==> src/hw/rtl/asc_pkg.sv <==
// shared types and constants of the step counter
`default_nettype none

package asc_pkg;

  localparam int AXIS_W     = 13;
  localparam int LEVEL_W    = 13;
  localparam int TOTAL_W    = 16;
  localparam int DEADBAND_W = 13;
  localparam int REFR_W     = 12;
  localparam int PERIOD_W   = 8;
  localparam int WSU_W      = 8;

  localparam int RAD_W      = 2 * AXIS_W;
  localparam int ROOT_STEPS = RAD_W / 2;
  localparam int ROOT_CNT_W = 4;
  localparam int REM_W      = LEVEL_W + 3;

  localparam int CFG_IDX_W  = 2;
  localparam int CFG_DATA_W = 13;

  localparam logic [CFG_IDX_W-1:0] CFG_DEADBAND   = 2'd0;
  localparam logic [CFG_IDX_W-1:0] CFG_REFRACTORY = 2'd1;
  localparam logic [CFG_IDX_W-1:0] CFG_PERIOD     = 2'd2;

  localparam logic [DEADBAND_W-1:0] DEADBAND_RESET   = 13'd100;
  localparam logic [REFR_W-1:0]     REFRACTORY_RESET = 12'd200;
  localparam logic [PERIOD_W-1:0]   PERIOD_RESET     = 8'd51;

  localparam logic OP_SAMPLE = 1'b0;
  localparam logic OP_TICK   = 1'b1;

  localparam int QUEUE_DEPTH = 2;
  localparam int QPTR_W      = 1;
  localparam int QFILL_W     = 2;

  typedef struct packed {
    logic [DEADBAND_W-1:0] deadband;
    logic [REFR_W-1:0]     refractory_ticks;
    logic [PERIOD_W-1:0]   update_period;
  } cfg_t;

  typedef struct packed {
    logic                     opcode;
    logic signed [AXIS_W-1:0] accel_x;
    logic signed [AXIS_W-1:0] accel_y;
    logic signed [AXIS_W-1:0] accel_z;
  } item_t;

endpackage

`default_nettype wire

==> src/hw/rtl/asc_if.sv <==
// sample and result channel interfaces
`default_nettype none

interface asc_sample_if;
  import asc_pkg::*;

  logic                     valid;
  logic                     ready;
  logic                     opcode;
  logic signed [AXIS_W-1:0] accel_x;
  logic signed [AXIS_W-1:0] accel_y;
  logic signed [AXIS_W-1:0] accel_z;

  modport source (output valid, opcode, accel_x, accel_y, accel_z, input ready);
  modport sink (input valid, opcode, accel_x, accel_y, accel_z, output ready);
endinterface

interface asc_result_if;
  import asc_pkg::*;

  logic               valid;
  logic               ready;
  logic [TOTAL_W-1:0] step_total;
  logic               step_now;
  logic               window_done;
  logic [LEVEL_W-1:0] held_level;
  logic [LEVEL_W-1:0] step_threshold;

  modport source (output valid, step_total, step_now, window_done, held_level,
                  step_threshold, input ready);
  modport sink (input valid, step_total, step_now, window_done, held_level,
                step_threshold, output ready);
endinterface

`default_nettype wire

==> src/hw/rtl/asc_front.sv <==
// input side: beat acceptance and a two-entry item queue
`default_nettype none

module asc_front (
  input  logic          clk,
  input  logic          rst,
  asc_sample_if.sink    samples,
  output logic          q_valid,
  input  logic          q_ready,
  output asc_pkg::item_t q_item
);
  import asc_pkg::*;

  item_t              slots [QUEUE_DEPTH];
  logic [QPTR_W-1:0]  wr_ptr;
  logic [QPTR_W-1:0]  rd_ptr;
  logic [QFILL_W-1:0] fill;
  logic               push;
  logic               pop;

  assign samples.ready = (fill != QFILL_W'(QUEUE_DEPTH));
  assign push          = samples.valid && samples.ready;
  assign q_valid       = (fill != '0);
  assign pop           = q_valid && q_ready;
  assign q_item        = slots[rd_ptr];

  always_ff @(posedge clk) begin
    if (rst) begin
      wr_ptr <= '0;
      rd_ptr <= '0;
      fill   <= '0;
    end else begin
      if (push) begin
        wr_ptr <= wr_ptr + 1'b1;
      end
      if (pop) begin
        rd_ptr <= rd_ptr + 1'b1;
      end
      case ({push, pop})
        2'b10:   fill <= fill + 1'b1;
        2'b01:   fill <= fill - 1'b1;
        default: fill <= fill;
      endcase
    end
  end

  always_ff @(posedge clk) begin
    if (push) begin
      slots[wr_ptr] <= '{opcode:  samples.opcode,
                         accel_x: samples.accel_x,
                         accel_y: samples.accel_y,
                         accel_z: samples.accel_z};
    end
  end

endmodule

`default_nettype wire

==> src/hw/rtl/asc_back.sv <==
// execution side: squares, bit-serial root, window average and step logic
`default_nettype none

module asc_back #(
  parameter int WINDOW     = 4,
  parameter int COUNT_BITS = 16
) (
  input  logic           clk,
  input  logic           rst,
  input  asc_pkg::cfg_t  cfg,
  input  logic           q_valid,
  output logic           q_ready,
  input  asc_pkg::item_t q_item,
  asc_result_if.source   results
);
  import asc_pkg::*;

  localparam int DIVL    = $clog2(WINDOW);
  localparam int IDX_W   = (WINDOW > 1) ? $clog2(WINDOW) : 1;
  localparam int SUM_W   = LEVEL_W + DIVL;
  localparam int SHIFT   = SUM_W + DIVL;
  localparam int RECIP_W = SUM_W + 1;
  localparam int PROD_W  = SUM_W + RECIP_W;
  localparam logic [RECIP_W-1:0] RECIP =
    RECIP_W'(((64'd1 << SHIFT) + WINDOW - 1) / WINDOW);

  localparam logic [2:0] ST_IDLE   = 3'd0;
  localparam logic [2:0] ST_SQUARE = 3'd1;
  localparam logic [2:0] ST_ROOT   = 3'd2;
  localparam logic [2:0] ST_SUM    = 3'd3;
  localparam logic [2:0] ST_LEVEL  = 3'd4;
  localparam logic [2:0] ST_TRACK  = 3'd5;
  localparam logic [2:0] ST_OUT    = 3'd6;

  logic [2:0]               state;
  logic [1:0]               axis_sel;
  logic [ROOT_CNT_W-1:0]    root_cnt;
  logic signed [AXIS_W-1:0] ax_x;
  logic signed [AXIS_W-1:0] ax_y;
  logic signed [AXIS_W-1:0] ax_z;
  logic [RAD_W-1:0]         rad;
  logic [REM_W-1:0]         rem;
  logic [LEVEL_W-1:0]       root;
  logic [PROD_W-1:0]        prod;

  logic [SUM_W-1:0]      window_sum;
  logic [IDX_W-1:0]      window_index;
  logic [LEVEL_W-1:0]    level_held;
  logic [LEVEL_W-1:0]    level_max;
  logic [LEVEL_W-1:0]    level_min;
  logic [LEVEL_W-1:0]    threshold_value;
  logic [REFR_W-1:0]     refractory_left;
  logic [WSU_W-1:0]      windows_since_update;
  logic [COUNT_BITS-1:0] step_counter;
  logic                  step_now;
  logic                  window_done;
  logic                  track_due;

  logic signed [AXIS_W-1:0] axis_val;
  logic signed [RAD_W-1:0]  square;
  logic [REM_W-1:0]         rem_shift;
  logic [REM_W-1:0]         trial;
  logic                     rem_ok;
  logic [SUM_W-1:0]         sum_total;
  logic [LEVEL_W-1:0]       avg;
  logic [LEVEL_W-1:0]       diff;
  logic                     level_update;
  logic                     step_hit;
  logic [WSU_W-1:0]         wsu_inc;
  logic [LEVEL_W-1:0]       new_max;
  logic [LEVEL_W-1:0]       new_min;
  logic [LEVEL_W:0]         mid_sum;
  logic [31:0]              cnt_ext;

  always_comb begin
    case (axis_sel)
      2'd0:    axis_val = ax_x;
      2'd1:    axis_val = ax_y;
      default: axis_val = ax_z;
    endcase
  end

  assign square    = axis_val * axis_val;
  assign rem_shift = {rem[REM_W-3:0], rad[RAD_W-1 -: 2]};
  assign trial     = REM_W'({root, 2'b01});
  assign rem_ok    = (rem_shift >= trial);
  assign sum_total = window_sum + SUM_W'(root);

  assign avg          = prod[SHIFT +: LEVEL_W];
  assign diff         = (avg > level_held) ? (avg - level_held) : (level_held - avg);
  assign level_update = (diff > cfg.deadband);
  assign step_hit     = level_update && (avg > threshold_value) && (avg < level_held)
                        && (refractory_left == '0);
  assign wsu_inc      = windows_since_update + 1'b1;

  assign new_max = (level_held > level_max) ? level_held : level_max;
  assign new_min = (level_held < level_min) ? level_held : level_min;
  assign mid_sum = {1'b0, new_max} + {1'b0, new_min};

  always_ff @(posedge clk) begin
    if (rst) begin
      state                <= ST_IDLE;
      axis_sel             <= '0;
      root_cnt             <= '0;
      window_sum           <= '0;
      window_index         <= '0;
      level_held           <= '0;
      level_max            <= '0;
      level_min            <= '1;
      threshold_value      <= '0;
      refractory_left      <= '0;
      windows_since_update <= '0;
      step_counter         <= '0;
      step_now             <= 1'b0;
      window_done          <= 1'b0;
      track_due            <= 1'b0;
    end else begin
      case (state)
        ST_IDLE: begin
          if (q_valid) begin
            step_now    <= 1'b0;
            window_done <= 1'b0;
            if (q_item.opcode == OP_TICK) begin
              if (refractory_left != '0) begin
                refractory_left <= refractory_left - 1'b1;
              end
              state <= ST_OUT;
            end else begin
              axis_sel <= '0;
              state    <= ST_SQUARE;
            end
          end
        end
        ST_SQUARE: begin
          axis_sel <= axis_sel + 1'b1;
          if (axis_sel == 2'd2) begin
            root_cnt <= '0;
            state    <= ST_ROOT;
          end
        end
        ST_ROOT: begin
          root_cnt <= root_cnt + 1'b1;
          if (root_cnt == ROOT_CNT_W'(ROOT_STEPS - 1)) begin
            state <= ST_SUM;
          end
        end
        ST_SUM: begin
          if (window_index == IDX_W'(WINDOW - 1)) begin
            window_sum   <= '0;
            window_index <= '0;
            window_done  <= 1'b1;
            state        <= ST_LEVEL;
          end else begin
            window_sum   <= sum_total;
            window_index <= window_index + 1'b1;
            state        <= ST_OUT;
          end
        end
        ST_LEVEL: begin
          if (level_update) begin
            level_held <= avg;
          end
          if (step_hit) begin
            step_now        <= 1'b1;
            step_counter    <= step_counter + 1'b1;
            refractory_left <= cfg.refractory_ticks;
          end
          track_due <= (wsu_inc >= cfg.update_period);
          if (wsu_inc >= cfg.update_period) begin
            windows_since_update <= '0;
          end else begin
            windows_since_update <= wsu_inc;
          end
          state <= ST_TRACK;
        end
        ST_TRACK: begin
          if (track_due) begin
            level_max <= new_max;
            level_min <= new_min;
            if ((level_held > level_max) || (level_held < level_min)) begin
              threshold_value <= mid_sum[LEVEL_W:1];
            end
          end
          state <= ST_OUT;
        end
        ST_OUT: begin
          if (results.ready) begin
            state <= ST_IDLE;
          end
        end
        default: state <= ST_IDLE;
      endcase
    end
  end

  // datapath registers
  always_ff @(posedge clk) begin
    case (state)
      ST_IDLE: begin
        ax_x <= q_item.accel_x;
        ax_y <= q_item.accel_y;
        ax_z <= q_item.accel_z;
        rad  <= '0;
      end
      ST_SQUARE: begin
        rad  <= rad + RAD_W'($unsigned(square));
        rem  <= '0;
        root <= '0;
      end
      ST_ROOT: begin
        rad  <= rad << 2;
        rem  <= rem_ok ? (rem_shift - trial) : rem_shift;
        root <= {root[LEVEL_W-2:0], rem_ok};
      end
      ST_SUM: begin
        prod <= PROD_W'(sum_total) * PROD_W'(RECIP);
      end
      default: begin
        prod <= prod;
      end
    endcase
  end

  assign q_ready = (state == ST_IDLE);
  assign cnt_ext = 32'(step_counter);

  assign results.valid          = (state == ST_OUT);
  assign results.step_total     = cnt_ext[TOTAL_W-1:0];
  assign results.step_now       = step_now;
  assign results.window_done    = window_done;
  assign results.held_level     = level_held;
  assign results.step_threshold = threshold_value;

endmodule

`default_nettype wire

==> src/hw/rtl/accel_step_counter_unit.sv <==
// step counter top level: configuration registers, input queue and executor
// a tick beat goes straight from idle to output; a sample beat passes the square,
//   root and sum states, and the level and track states when it closes a window
// the executor takes one beat at a time, paced by the 13-step bit-serial root and
//   the shared squarer, and holds output until ready; two beats queue while busy
// reset: synchronous, clears all counters and levels, minimum to all ones,
//   registers to deadband 100, refractory 200 ticks, update period 51
`default_nettype none

module accel_step_counter_unit #(
  parameter int WINDOW     = 4,
  parameter int COUNT_BITS = 16
) (
  input  logic                             clk,
  input  logic                             rst,
  input  logic                             cfg_we,
  input  logic [asc_pkg::CFG_IDX_W-1:0]    cfg_index,
  input  logic [asc_pkg::CFG_DATA_W-1:0]   cfg_data,
  asc_sample_if.sink                       samples,
  asc_result_if.source                     results
);
  import asc_pkg::*;

  cfg_t  cfg;
  logic  q_valid;
  logic  q_ready;
  item_t q_item;

  always_ff @(posedge clk) begin
    if (rst) begin
      cfg.deadband         <= DEADBAND_RESET;
      cfg.refractory_ticks <= REFRACTORY_RESET;
      cfg.update_period    <= PERIOD_RESET;
    end else if (cfg_we) begin
      case (cfg_index)
        CFG_DEADBAND:   cfg.deadband         <= cfg_data[DEADBAND_W-1:0];
        CFG_REFRACTORY: cfg.refractory_ticks <= cfg_data[REFR_W-1:0];
        CFG_PERIOD:     cfg.update_period    <= cfg_data[PERIOD_W-1:0];
        default:        cfg                  <= cfg;
      endcase
    end
  end

  asc_front u_front (
    .clk     (clk),
    .rst     (rst),
    .samples (samples),
    .q_valid (q_valid),
    .q_ready (q_ready),
    .q_item  (q_item)
  );

  asc_back #(
    .WINDOW     (WINDOW),
    .COUNT_BITS (COUNT_BITS)
  ) u_back (
    .clk     (clk),
    .rst     (rst),
    .cfg     (cfg),
    .q_valid (q_valid),
    .q_ready (q_ready),
    .q_item  (q_item),
    .results (results)
  );

endmodule

`default_nettype wire
==> src/flat_wrapper.sv <==
// flat-port wrapper written by rule: the top's interface ports become plain ports
module accel_step_counter_unit_flat import asc_pkg::*;
#(
  parameter int WINDOW     = 4,
  parameter int COUNT_BITS = 16
)
  (clk, rst, cfg_we, cfg_index, cfg_data, samples_valid, samples_opcode, samples_accel_x, samples_accel_y, samples_accel_z, samples_ready, results_valid, results_step_total, results_step_now, results_window_done, results_held_level, results_step_threshold, results_ready);
  asc_sample_if samples_i ();
  asc_result_if results_i ();
  input  logic clk;
  input  logic rst;
  input  logic cfg_we;
  input  logic [asc_pkg::CFG_IDX_W-1:0] cfg_index;
  input  logic [asc_pkg::CFG_DATA_W-1:0] cfg_data;
  input wire logic [$bits(samples_i.valid)-1:0] samples_valid;
  input wire logic [$bits(samples_i.opcode)-1:0] samples_opcode;
  input wire logic [$bits(samples_i.accel_x)-1:0] samples_accel_x;
  input wire logic [$bits(samples_i.accel_y)-1:0] samples_accel_y;
  input wire logic [$bits(samples_i.accel_z)-1:0] samples_accel_z;
  output wire logic [$bits(samples_i.ready)-1:0] samples_ready;
  output wire logic [$bits(results_i.valid)-1:0] results_valid;
  output wire logic [$bits(results_i.step_total)-1:0] results_step_total;
  output wire logic [$bits(results_i.step_now)-1:0] results_step_now;
  output wire logic [$bits(results_i.window_done)-1:0] results_window_done;
  output wire logic [$bits(results_i.held_level)-1:0] results_held_level;
  output wire logic [$bits(results_i.step_threshold)-1:0] results_step_threshold;
  input wire logic [$bits(results_i.ready)-1:0] results_ready;
  assign samples_i.valid = samples_valid;
  assign samples_i.opcode = samples_opcode;
  assign samples_i.accel_x = samples_accel_x;
  assign samples_i.accel_y = samples_accel_y;
  assign samples_i.accel_z = samples_accel_z;
  assign samples_ready = samples_i.ready;
  assign results_valid = results_i.valid;
  assign results_step_total = results_i.step_total;
  assign results_step_now = results_i.step_now;
  assign results_window_done = results_i.window_done;
  assign results_held_level = results_i.held_level;
  assign results_step_threshold = results_i.step_threshold;
  assign results_i.ready = results_ready;
  accel_step_counter_unit #(.WINDOW(WINDOW), .COUNT_BITS(COUNT_BITS)) u_core (.clk(clk), .rst(rst), .cfg_we(cfg_we), .cfg_index(cfg_index), .cfg_data(cfg_data), .samples(samples_i), .results(results_i));
endmodule
==> config.mk <==
export PLATFORM = sky130hd
export DESIGN_NAME = accel_step_counter_unit_flat
export DESIGN_NICKNAME = d
export VERILOG_FILES = /design/src/hw/rtl/asc_pkg.sv /design/src/hw/rtl/asc_if.sv /design/src/hw/rtl/asc_front.sv /design/src/hw/rtl/asc_back.sv /design/src/hw/rtl/accel_step_counter_unit.sv /design/src/flat_wrapper.sv
export SDC_FILE = /design/constraint.sdc
export NUM_CORES = 1
export LEC_CHECK = 0
export CORE_ASPECT_RATIO = 2
export CORE_MARGIN = 4
export CORE_UTILIZATION = 45
export CTS_CLUSTER_SIZE = 20
export DETAILED_ROUTE_END_ITERATION = 16
export DONT_BUFFER_PORTS = 1
export PLACE_DENSITY = 0.59
export SYNTH_ARGS = -nofsm -noshare
export SYNTH_HDL_FRONTEND = slang
export SYNTH_SLANG_ARGS = --single-unit
==> constraint.sdc <==
create_clock -name clk -period 9.27 [get_ports clk]
set_input_delay 1.854 -clock clk [delete_from_list [all_inputs] [get_ports clk]]
set_output_delay 1.854 -clock clk [all_outputs]
set_load 0.01 [all_outputs]
==> results of run 1 <==
[sequential cells by signal, summed over array words and instances (netlist names), 2 cells and up, named ones only]
name and cells:
u_core.cfg 33, u_core.u_back.ax_x 13, u_core.u_back.ax_y 13, u_core.u_back.ax_z 13
u_core.u_back.axis_sel 2, u_core.u_back.level_max 13, u_core.u_back.level_min 13, u_core.u_back.prod 13
u_core.u_back.rad 26, u_core.u_back.refractory_left 12, u_core.u_back.rem 14, u_core.u_back.results.held_level 13
u_core.u_back.results.step_threshold 13, u_core.u_back.results.step_total 16, u_core.u_back.root 13, u_core.u_back.root_cnt 4
u_core.u_back.state 3, u_core.u_back.window_index 2, u_core.u_back.window_sum 15, u_core.u_back.windows_since_update 8
u_core.u_front.fill 2, u_core.u_front.slots 80
[through the flow]
step	utilization	area, µm²
2_1_floorplan	-	24450
3_3_place_gp	0.4677	25140
3_5_place_dp	0.4677	25140
4_1_cts	0.4882	26240
5_1_grt	0.4882	26240
6_report	0.4882	26240
[cells by family (layout without fill, tap and decap cells)]
family,Yosys count,in the layout
AOI/OAI and AO/OA,474,474
xor gates and xnor gates,90,90
adders and majority gates,398,398
buffers and inverters,487,482
DFF,340,340
muxes,71,71
and+or+nand+nor,674,674
[area by class of cell]
type / instances / area, µm² / area share
Multi-Input combinational cell: 1707 / 14000 / 0.5334
Tap cell: 671 / 839.6 / 0.03199
Inverter: 403 / 1513 / 0.05764
Clock inverter: 18 / 142.6 / 0.005435
Sequential cell: 340 / 8660 / 0.3300
Clock buffer: 44 / 962.2 / 0.03666
Timing Repair Buffer: 17 / 127.6 / 0.004863
[worst min-delay path, delay by kind of cell, from the launching register on]
family | cells | cell delay, ns
AND/OR/NAND/NOR | 1 | 0.05
flip-flops | 1 | 0.31
AO/OA/AOI/OAI | 1 | 0.05
[worst min path at each step]
stage,startpoint,end,slack [ns],depth (start not counted)
3_3_place_gp,u_core.u_back.window_sum[12],u_core.u_back.window_sum[12],0.44,2
5_1_grt,u_core.cfg[31],u_core.cfg[31],0.46,2
4_1_cts,u_core.cfg[30],u_core.cfg[30],0.45,2
2_1_floorplan,u_core.u_back.window_sum[0],u_core.u_back.window_sum[0],0.44,2
6_report,u_core.cfg[21],u_core.cfg[21],0.45,2
3_5_place_dp,u_core.cfg[30],u_core.cfg[30],0.44,2
[per-layer routing]
layer | global-route usage | up-vias
met5 | 0 | -
met4 | 0.1304 | 0
met3 | 0.02562 | 171
met2 | 0.4502 | 372
met1 | 0.2088 | 8653
li1 | - | 8453
[cell usage in the layout, fill, tap and decap left out, drive strengths merged, types with 9 or more instances in the layout]
| cell | netlist | layout |
|---|---|---|
| edfxtp | 185 | 185 |
| clkinv | 6 | 19 |
| nor2 | 219 | 219 |
| and2 | 13 | 13 |
| a32o | 11 | 11 |
| o21a | 13 | 13 |
| a21boi | 10 | 10 |
| dfxtp | 155 | 155 |
| a21o | 50 | 50 |
| nor2b | 24 | 24 |
| nand2b | 13 | 13 |
| inv | 397 | 397 |
| ha | 222 | 222 |
| or3 | 13 | 13 |
| mux2 | 45 | 45 |
| nand3 | 38 | 38 |
| and3 | 16 | 16 |
| a22o | 16 | 16 |
| nand4 | 18 | 18 |
| xor2 | 29 | 29 |
| nand2 | 250 | 250 |
| nor3 | 31 | 31 |
| a211oi | 21 | 21 |
| mux2i | 26 | 26 |
| a22oi | 10 | 10 |
| o211ai | 23 | 23 |
| buf | 15 | 17 |
| a21oi | 132 | 132 |
| fa | 176 | 176 |
| o21ai | 111 | 111 |
| xnor2 | 61 | 61 |
| nand3b | 9 | 9 |
| clkbuf | 69 | 44 |
==> impl_metrics.env, run 1 <==
export IMPL_grt_max_degree=129
export IMPL_status="finished clean"
export IMPL_end_kind="flip-flop"
export IMPL_synthSimpleGateAreaFrac=0.1229
export IMPL_die_x_um=172.8
export IMPL_clk_pin_slew_ns=0.09
export IMPL_cp_max_fo=14
export IMPL_r2r_setup_slack_ns=0.93
export IMPL_max_slew_worst_pin_slew_ns=1.289
export IMPL_avgRoutedWirePerCell_um=20.27
export IMPL_synthTopCellsByCount="inv_1, nand2_1, ha_1"
export IMPL_synth_edf_count=185
export IMPL_synth_compound_area_frac=0.1268
export IMPL_final_nets=2961
export IMPL_clock_skew_ns=0.03858
export IMPL_n_antenna_cell=0
export IMPL_finalSetupViolations=0
export IMPL_cts_tree="built"
export IMPL_synthToLayoutAreaGrowth_pct=7.316
export IMPL_fp_dieH_um=337.7
export IMPL_wl_met1_mm=21.12
export IMPL_rr_endpoint="u_core.u_back.rad[25]"
export IMPL_vias=17649
export IMPL_grtUsageTotal=0.2214
export IMPL_vias_per_cell=5.515
export IMPL_antenna_found_initial=0
export IMPL_start_kind="flip-flop"
export IMPL_initialDrtViolationCount=947
export IMPL_path_buf_inv=6
export IMPL_dp_cells=3138
export IMPL_firstDrtPassIters=7
export IMPL_layout_drive_gt1_share=0.05773
export IMPL_synth_area_leaders="edfxtp_1, fa_1, dfxtp_1"
export IMPL_ios=106
export IMPL_grt_pass1_vias=18750
export IMPL_holdWs_ns=0.4488
export IMPL_crit_path_max_incr_delay_ns=0.55
export IMPL_synth_xor_area_frac=0.03223
export IMPL_maxSlewHeadroom=0.1410
export IMPL_synth_most_common_cell="inv_1"
export IMPL_num_rows=120
export IMPL_synth_async_reset_ratio=0
export IMPL_cts_path_max_buffers=3
export IMPL_crit_path_frequent_cell="fa_1"
export IMPL_fin_ws_ns=0.9302
export IMPL_remaining_drc_errors=0
export IMPL_r2r_worst_path_cells=27
export IMPL_synth_adder_area_share=0.2577
export IMPL_ctsResizeCount=0
export IMPL_ant_nets=0
export IMPL_clock_root_buffer="clkbuf_16"
export IMPL_crit_path_end="u_core.u_back.rad[25]"
export IMPL_layout_cells_non_filler=3200
export IMPL_required_ns=9.54
export IMPL_ys_seq_area_frac=0.3541
export IMPL_wirelength_mm=64.86
export IMPL_place_detailed_hpwl_mm=50.97
export IMPL_numPortBuffers=0
export IMPL_crit_slowest_cell="fa_1"
export IMPL_slew_violations=0
export IMPL_critical_path_top_delay_family="adder cells"
export IMPL_clock_sinks=340
export IMPL_crit_path_start="u_core.u_back.axis_sel[0]"
export IMPL_finalCriticalPeriod_ns=8.340
export IMPL_synth_top_family_by_area="adder cells"
export IMPL_netlist_area_leader_share=0.2272
export IMPL_hold_viol_final=0
export IMPL_synth_warnings=0
export IMPL_core_um2=53750
export IMPL_cts_buffers=34
export IMPL_synth_area_um2=24450
export IMPL_synth_distinct_cells=75
export IMPL_post_route_period_util=0.8997
export IMPL_initial_utilization=0.4550
export IMPL_clk_latency_ns=0.56
export IMPL_grt_pass1_wl_mm=101.7
export IMPL_overflow=0
export IMPL_hp_class="reg2reg"
export IMPL_fill_cells=5032
export IMPL_worst_path_stages=27
export IMPL_ys_seq_elements=340
export IMPL_drv_cap=0
export IMPL_synthMuxAreaShare=0.03136
export IMPL_postCtsSetupBuffers=0
export IMPL_tns_ns=0
export IMPL_timing_rr_start="u_core.u_back.axis_sel[0]"
export IMPL_syn_area_per_cell_um2=9.651
export IMPL_htreeDepth=2
export IMPL_place_ws_ns=0.8936
export IMPL_top_layer="met4"
export IMPL_synth_flop_cell="edfxtp_1"
export IMPL_gp_congestion=0.8927
export IMPL_die_area_um2=58360
export IMPL_synth_fp_nets=2992
export IMPL_rsz0062_at_grt="no"
export IMPL_max_freq_mhz=119.9
export IMPL_synth_largest_area_cell="edfxtp_1"
export IMPL_arrival_ns=8.61
export IMPL_synthCells=2534
export IMPL_crit_type="reg2reg"
export IMPL_dr_wl_met2_mm=37.34
export IMPL_cts_hold_buf=0
export IMPL_wl_met3_mm=2.071
Power of run 1 is not shown: default switching activity piles up to over one toggle a cycle in this logic, so the estimate is an artifact.
==> run 2, diff against run 1 <==
Clock period 9.27 ns to 9.55 ns, I/O delays scaled along.
==> impl_metrics.env, run 2 (synthesized netlist as in run 1, its figures left out) <==
export IMPL_final_common_cell="inv_1"
export IMPL_postCtsSetupBuffers=0
export IMPL_ant_nets=0
export IMPL_status="finished clean"
export IMPL_r2r_worst_path_cells=27
export IMPL_num_rows=120
export IMPL_clock_sinks=340
export IMPL_crit_path_start="u_core.u_back.axis_sel[0]"
export IMPL_remaining_drc_errors=0
export IMPL_n_antenna_cell=0
export IMPL_clk_pin_slew_ns=0.08
export IMPL_finalSetupViolations=0
export IMPL_clock_root_buffer="clkbuf_16"
export IMPL_core_um2=53750
export IMPL_drv_cap=0
export IMPL_cts_tree="built"
export IMPL_post_route_period_util=0.8787
export IMPL_timing_rr_start="u_core.u_back.axis_sel[0]"
export IMPL_cp_max_fo=14
export IMPL_place_detailed_hpwl_mm=50.24
export IMPL_antenna_found_initial=0
export IMPL_start_kind="flip-flop"
export IMPL_layout_common_cells="inv_1, nand2_1, ha_1"
export IMPL_layout_drive_gt1_share=0.05843
export IMPL_grt_max_degree=129
export IMPL_die_x_um=172.8
export IMPL_crit_type="reg2reg"
export IMPL_rsz0062_at_grt="no"
export IMPL_fp_dieH_um=337.7
export IMPL_initial_utilization=0.4550
export IMPL_clk_latency_ns=0.55
export IMPL_maxSlewHeadroom=0.1744
export IMPL_initialDrtViolationCount=824
export IMPL_grt_pass1_wl_mm=99.71
export IMPL_die_area_um2=58360
export IMPL_required_ns=9.84
export IMPL_grt_pass1_vias=18464
export IMPL_overflow=0
export IMPL_avgRoutedWirePerCell_um=20.07
export IMPL_cts_path_max_buffers=3
export IMPL_finalCriticalPeriod_ns=8.392
export IMPL_regMostFlops="u_core.u_front.slots"
export IMPL_cts_hold_buf=0
export IMPL_rr_endpoint="u_core.u_back.rad[25]"
export IMPL_cts_buffers=34
export IMPL_hold_viol_final=0
export IMPL_vias=17652
export IMPL_arrival_ns=8.68
export IMPL_max_freq_mhz=119.2
export IMPL_max_slew_worst_pin_slew_ns=1.238
export IMPL_clock_skew_ns=0.02298
export IMPL_numPortBuffers=0
export IMPL_r2r_setup_slack_ns=1.16
export IMPL_vias_per_cell=5.509
export IMPL_fill_cells=5007
export IMPL_final_nets=2967
export IMPL_firstDrtPassIters=5
export IMPL_reg_top3="u_core.u_front.slots (80), u_core.cfg (33), u_core.u_back.rad (26)"
export IMPL_largest_reg_flops=80
export IMPL_grtUsageTotal=0.2176
export IMPL_ctsResizeCount=0
export IMPL_wirelength_mm=64.31
export IMPL_ios=106
export IMPL_slew_violations=0
export IMPL_tns_ns=0
export IMPL_end_kind="flip-flop"
export IMPL_hp_class="reg2reg"
export IMPL_crit_path_end="u_core.u_back.rad[25]"
export IMPL_htreeDepth=2
export IMPL_gp_congestion=0.9054
export IMPL_synthToLayoutAreaGrowth_pct=7.685
[run 2: cell count changes in the layout (fill, tap and decap cells not counted), sizes merged]
| cell | change |
|---|---|
| clkinv | -7 |
| buf | +6 |
| clkbuf | +4 |
| clkinvlp | -3 |
| bufinv | +2 |
| inv | +2 |
[run 2: per-stage QoR]
step / cell area (µm²) / util / instances / setup slack, ns / hold slack, ns
final: 26330 / 0.4899 / 3204 / 1.158 / 0.4494
after global routing: 26330 / 0.4899 / 3204 / 0.5984 / 0.4676
after CTS: 26330 / 0.4899 / 3204 / 1.155 / 0.4516
after detailed placement: 25180 / 0.4685 / 3144 / 1.141 / 0.4430
after global placement: 25180 / 0.4685 / 3144 / 1.424 / 0.4403
after floorplan: 24450 / - / 2534 / 1.835 / 0.4356
[run 2: layer usage]
layer  track usage  vias to the layer above  wire (µm)
met1        0.2047                     8649      21150
met3       0.02473                      164       2000
met5             0                        -          0
met4        0.1277                        0       4347
met2        0.4434                      372      36820
li1              -                     8467          -
[run 2: worst max-delay path, stage by stage, from the launching register on]
cell      delay, ns
dfxtp_1        0.33
inv_1          0.10
ha_1           0.47
nor2_1         0.10
buf_4          0.20
a21oi_1        0.42
inv_1          0.32
nand2_1        0.23
fa_1           0.48
inv_1          0.50
fa_1           0.55
fa_1           0.55
fa_1           0.44
fa_1           0.55
inv_1          0.06
fa_1           0.53
inv_1          0.04
ha_1           0.35
a21o_1         0.18
a21o_1         0.17
a21o_1         0.18
a21oi_1        0.20
o21bai_1       0.09
a41o_1         0.24
or4_1          0.42
a31oi_1        0.22
xnor2_1        0.13
o21ai_0        0.09
[run 2: how the worst min path moves through the flow]
stage	from	endpoint	slack, ns	depth (start not counted)
after floorplan	u_core.u_back.window_sum[0]	u_core.u_back.window_sum[0]	0.44	2
after global placement	u_core.cfg[27]	u_core.cfg[27]	0.44	2
after detailed placement	u_core.cfg[31]	u_core.cfg[31]	0.44	2
after CTS	u_core.cfg[31]	u_core.cfg[31]	0.45	2
after global routing	u_core.cfg[31]	u_core.cfg[31]	0.47	2
final	u_core.cfg[24]	u_core.cfg[24]	0.45	2
[run 2: layout make-up]
type / count / area (µm²) / share of cell area
clock inverters: 12 / 161.4 / 0.006129
well taps: 671 / 839.6 / 0.03188
multi-input cells: 1707 / 14000 / 0.5315
clock buffers: 48 / 991.0 / 0.03763
inverters: 403 / 1513 / 0.05744
flip-flops and latches: 340 / 8660 / 0.3288
repair buffers: 23 / 172.7 / 0.006557
Power of run 2 is left out for the same reason.
==> run 3, diff against run 2 <==
--- a/config.mk
+++ b/config.mk
@@ -7,5 +7,5 @@
 export LEC_CHECK = 0
 export CORE_ASPECT_RATIO = 2
-export CORE_MARGIN = 4
+export CORE_MARGIN = 1
 export CORE_UTILIZATION = 45
 export CTS_CLUSTER_SIZE = 20
==> constraint.sdc (replaced) <==
create_clock -name clk -period 9.55 [get_ports clk]
set_input_delay 1.91 -clock clk [delete_from_list [all_inputs] [get_ports clk]]
set_output_delay 1.91 -clock clk [all_outputs]
set_load 0.02 [all_outputs]
==> impl_metrics.env, run 3 (synthesized netlist as in run 1, its figures left out) <==
export IMPL_crit_slowest_cell="nor2_1"
export IMPL_dp_cells=3140
export IMPL_initial_utilization=0.4562
export IMPL_vias_per_cell=5.526
export IMPL_crit_path_max_incr_delay_ns=0.73
export IMPL_end_kind="flip-flop"
export IMPL_clk_pin_slew_ns=0.09
export IMPL_grt_max_degree=129
export IMPL_hp_class="reg2reg"
export IMPL_multiInputGateArea_um2=14000
export IMPL_clock_sinks=340
export IMPL_status="finished clean"
export IMPL_hold_viol_final=0
export IMPL_slew_violations=0
export IMPL_grt_pass1_vias=18502
export IMPL_grtUsageTotal=0.2368
export IMPL_post_route_period_util=0.9100
export IMPL_overflow=0
export IMPL_crit_type="reg2reg"
export IMPL_fp_dieH_um=331.7
export IMPL_regMostFlops="u_core.u_front.slots"
export IMPL_die_area_um2=55340
export IMPL_initialDrtViolationCount=857
export IMPL_gp_congestion=0.9371
export IMPL_fill_cells=4954
export IMPL_layout_cells_non_filler=3204
export IMPL_max_slew_worst_pin_slew_ns=1.294
export IMPL_layout_drive_gt1_share=0.05922
export IMPL_cp_max_fo=14
export IMPL_max_freq_mhz=115.1
export IMPL_final_common_cell="inv_1"
export IMPL_fin_ws_ns=0.8595
export IMPL_rsz0062_at_grt="no"
export IMPL_layout_common_cells="inv_1, nand2_1, ha_1"
export IMPL_clock_root_buffer="clkbuf_16"
export IMPL_avgRoutedWirePerCell_um=20.05
export IMPL_largest_reg_flops=80
export IMPL_regArea_um2=8660
export IMPL_ctsResizeCount=0
export IMPL_numPortBuffers=0
export IMPL_place_detailed_hpwl_mm=50.22
export IMPL_ios=106
export IMPL_cts_path_max_buffers=3
export IMPL_remaining_drc_errors=0
export IMPL_finalSetupViolations=0
export IMPL_clock_skew_ns=0.03384
export IMPL_cts_tree="built"
export IMPL_cts_buffers=35
export IMPL_vias=17704
export IMPL_die_x_um=166.8
export IMPL_maxSlewHeadroom=0.1375
export IMPL_path_buf_inv=5
export IMPL_cts_hold_buf=0
export IMPL_wirelength_mm=64.25
export IMPL_place_ws_ns=0.7700
export IMPL_reg_top3="u_core.u_front.slots (80), u_core.cfg (33), u_core.u_back.rad (26)"
export IMPL_firstDrtPassIters=5
export IMPL_synthToLayoutAreaGrowth_pct=7.511
export IMPL_tns_ns=0
export IMPL_final_nets=2964
export IMPL_htreeDepth=2
export IMPL_antenna_found_initial=0
export IMPL_core_um2=53600
export IMPL_drv_cap=0
export IMPL_finalCriticalPeriod_ns=8.690
export IMPL_n_antenna_cell=0
export IMPL_required_ns=9.87
export IMPL_start_kind="flip-flop"
export IMPL_ant_nets=0
export IMPL_grt_pass1_wl_mm=100.7
export IMPL_postCtsSetupBuffers=0
export IMPL_critical_path_top_delay_family="adder cells"
export IMPL_num_rows=120
export IMPL_crit_path_frequent_cell="fa_1"
export IMPL_arrival_ns=9.01
export IMPL_clk_latency_ns=0.57
[run 3: final timing paths]
check	slack [ns]	start	cells after the start	end
hold reg to reg	0.45	u_core.cfg[24]	2	u_core.cfg[24]
setup reg to reg	0.86	u_core.u_back.axis_sel[0]	26	u_core.u_back.rad[25]
hold / removal	0.45	u_core.cfg[24]	2	u_core.cfg[24]
setup / recovery	0.86	u_core.u_back.axis_sel[0]	26	u_core.u_back.rad[25]
[run 3: per-stage QoR]
step           instance area [µm²]  hold slack (ns)  utilization
2_1_floorplan                24450           0.4356            -
3_3_place_gp                 25150           0.4418       0.4692
3_5_place_dp                 25150           0.4442       0.4692
4_1_cts                      26290           0.4537       0.4905
5_1_grt                      26290           0.4720       0.4905
6_report                     26290           0.4512       0.4905
[run 3: layout make-up]
class,count,area share
clock inverter,22,0.007852
sequential,340,0.3294
multi-input combinational,1707,0.5324
clock buffer,42,0.03550
inverter,403,0.05754
tap,671,0.03193
timing repair buffer,19,0.005425
[run 3: worst register-to-register path, delay by kind of cell, from the launching register on]
kind	cells	cell delay, ns
flops	1	0.36
buf+inv	5	1.04
simple gates	3	1.33
compound gates	9	1.68
fa+ha+maj	8	3.87
xor+xnor	1	0.14
[run 3: layer usage]
layer,track usage,up-vias,routed length [µm]
met5,0,-,0
met2,0.4666,404,36390
met1,0.2239,8665,21090
met4,0.1558,0,4469
li1,-,8464,-
met3,0.02979,171,2303
Power of run 3 is left out for the same reason.
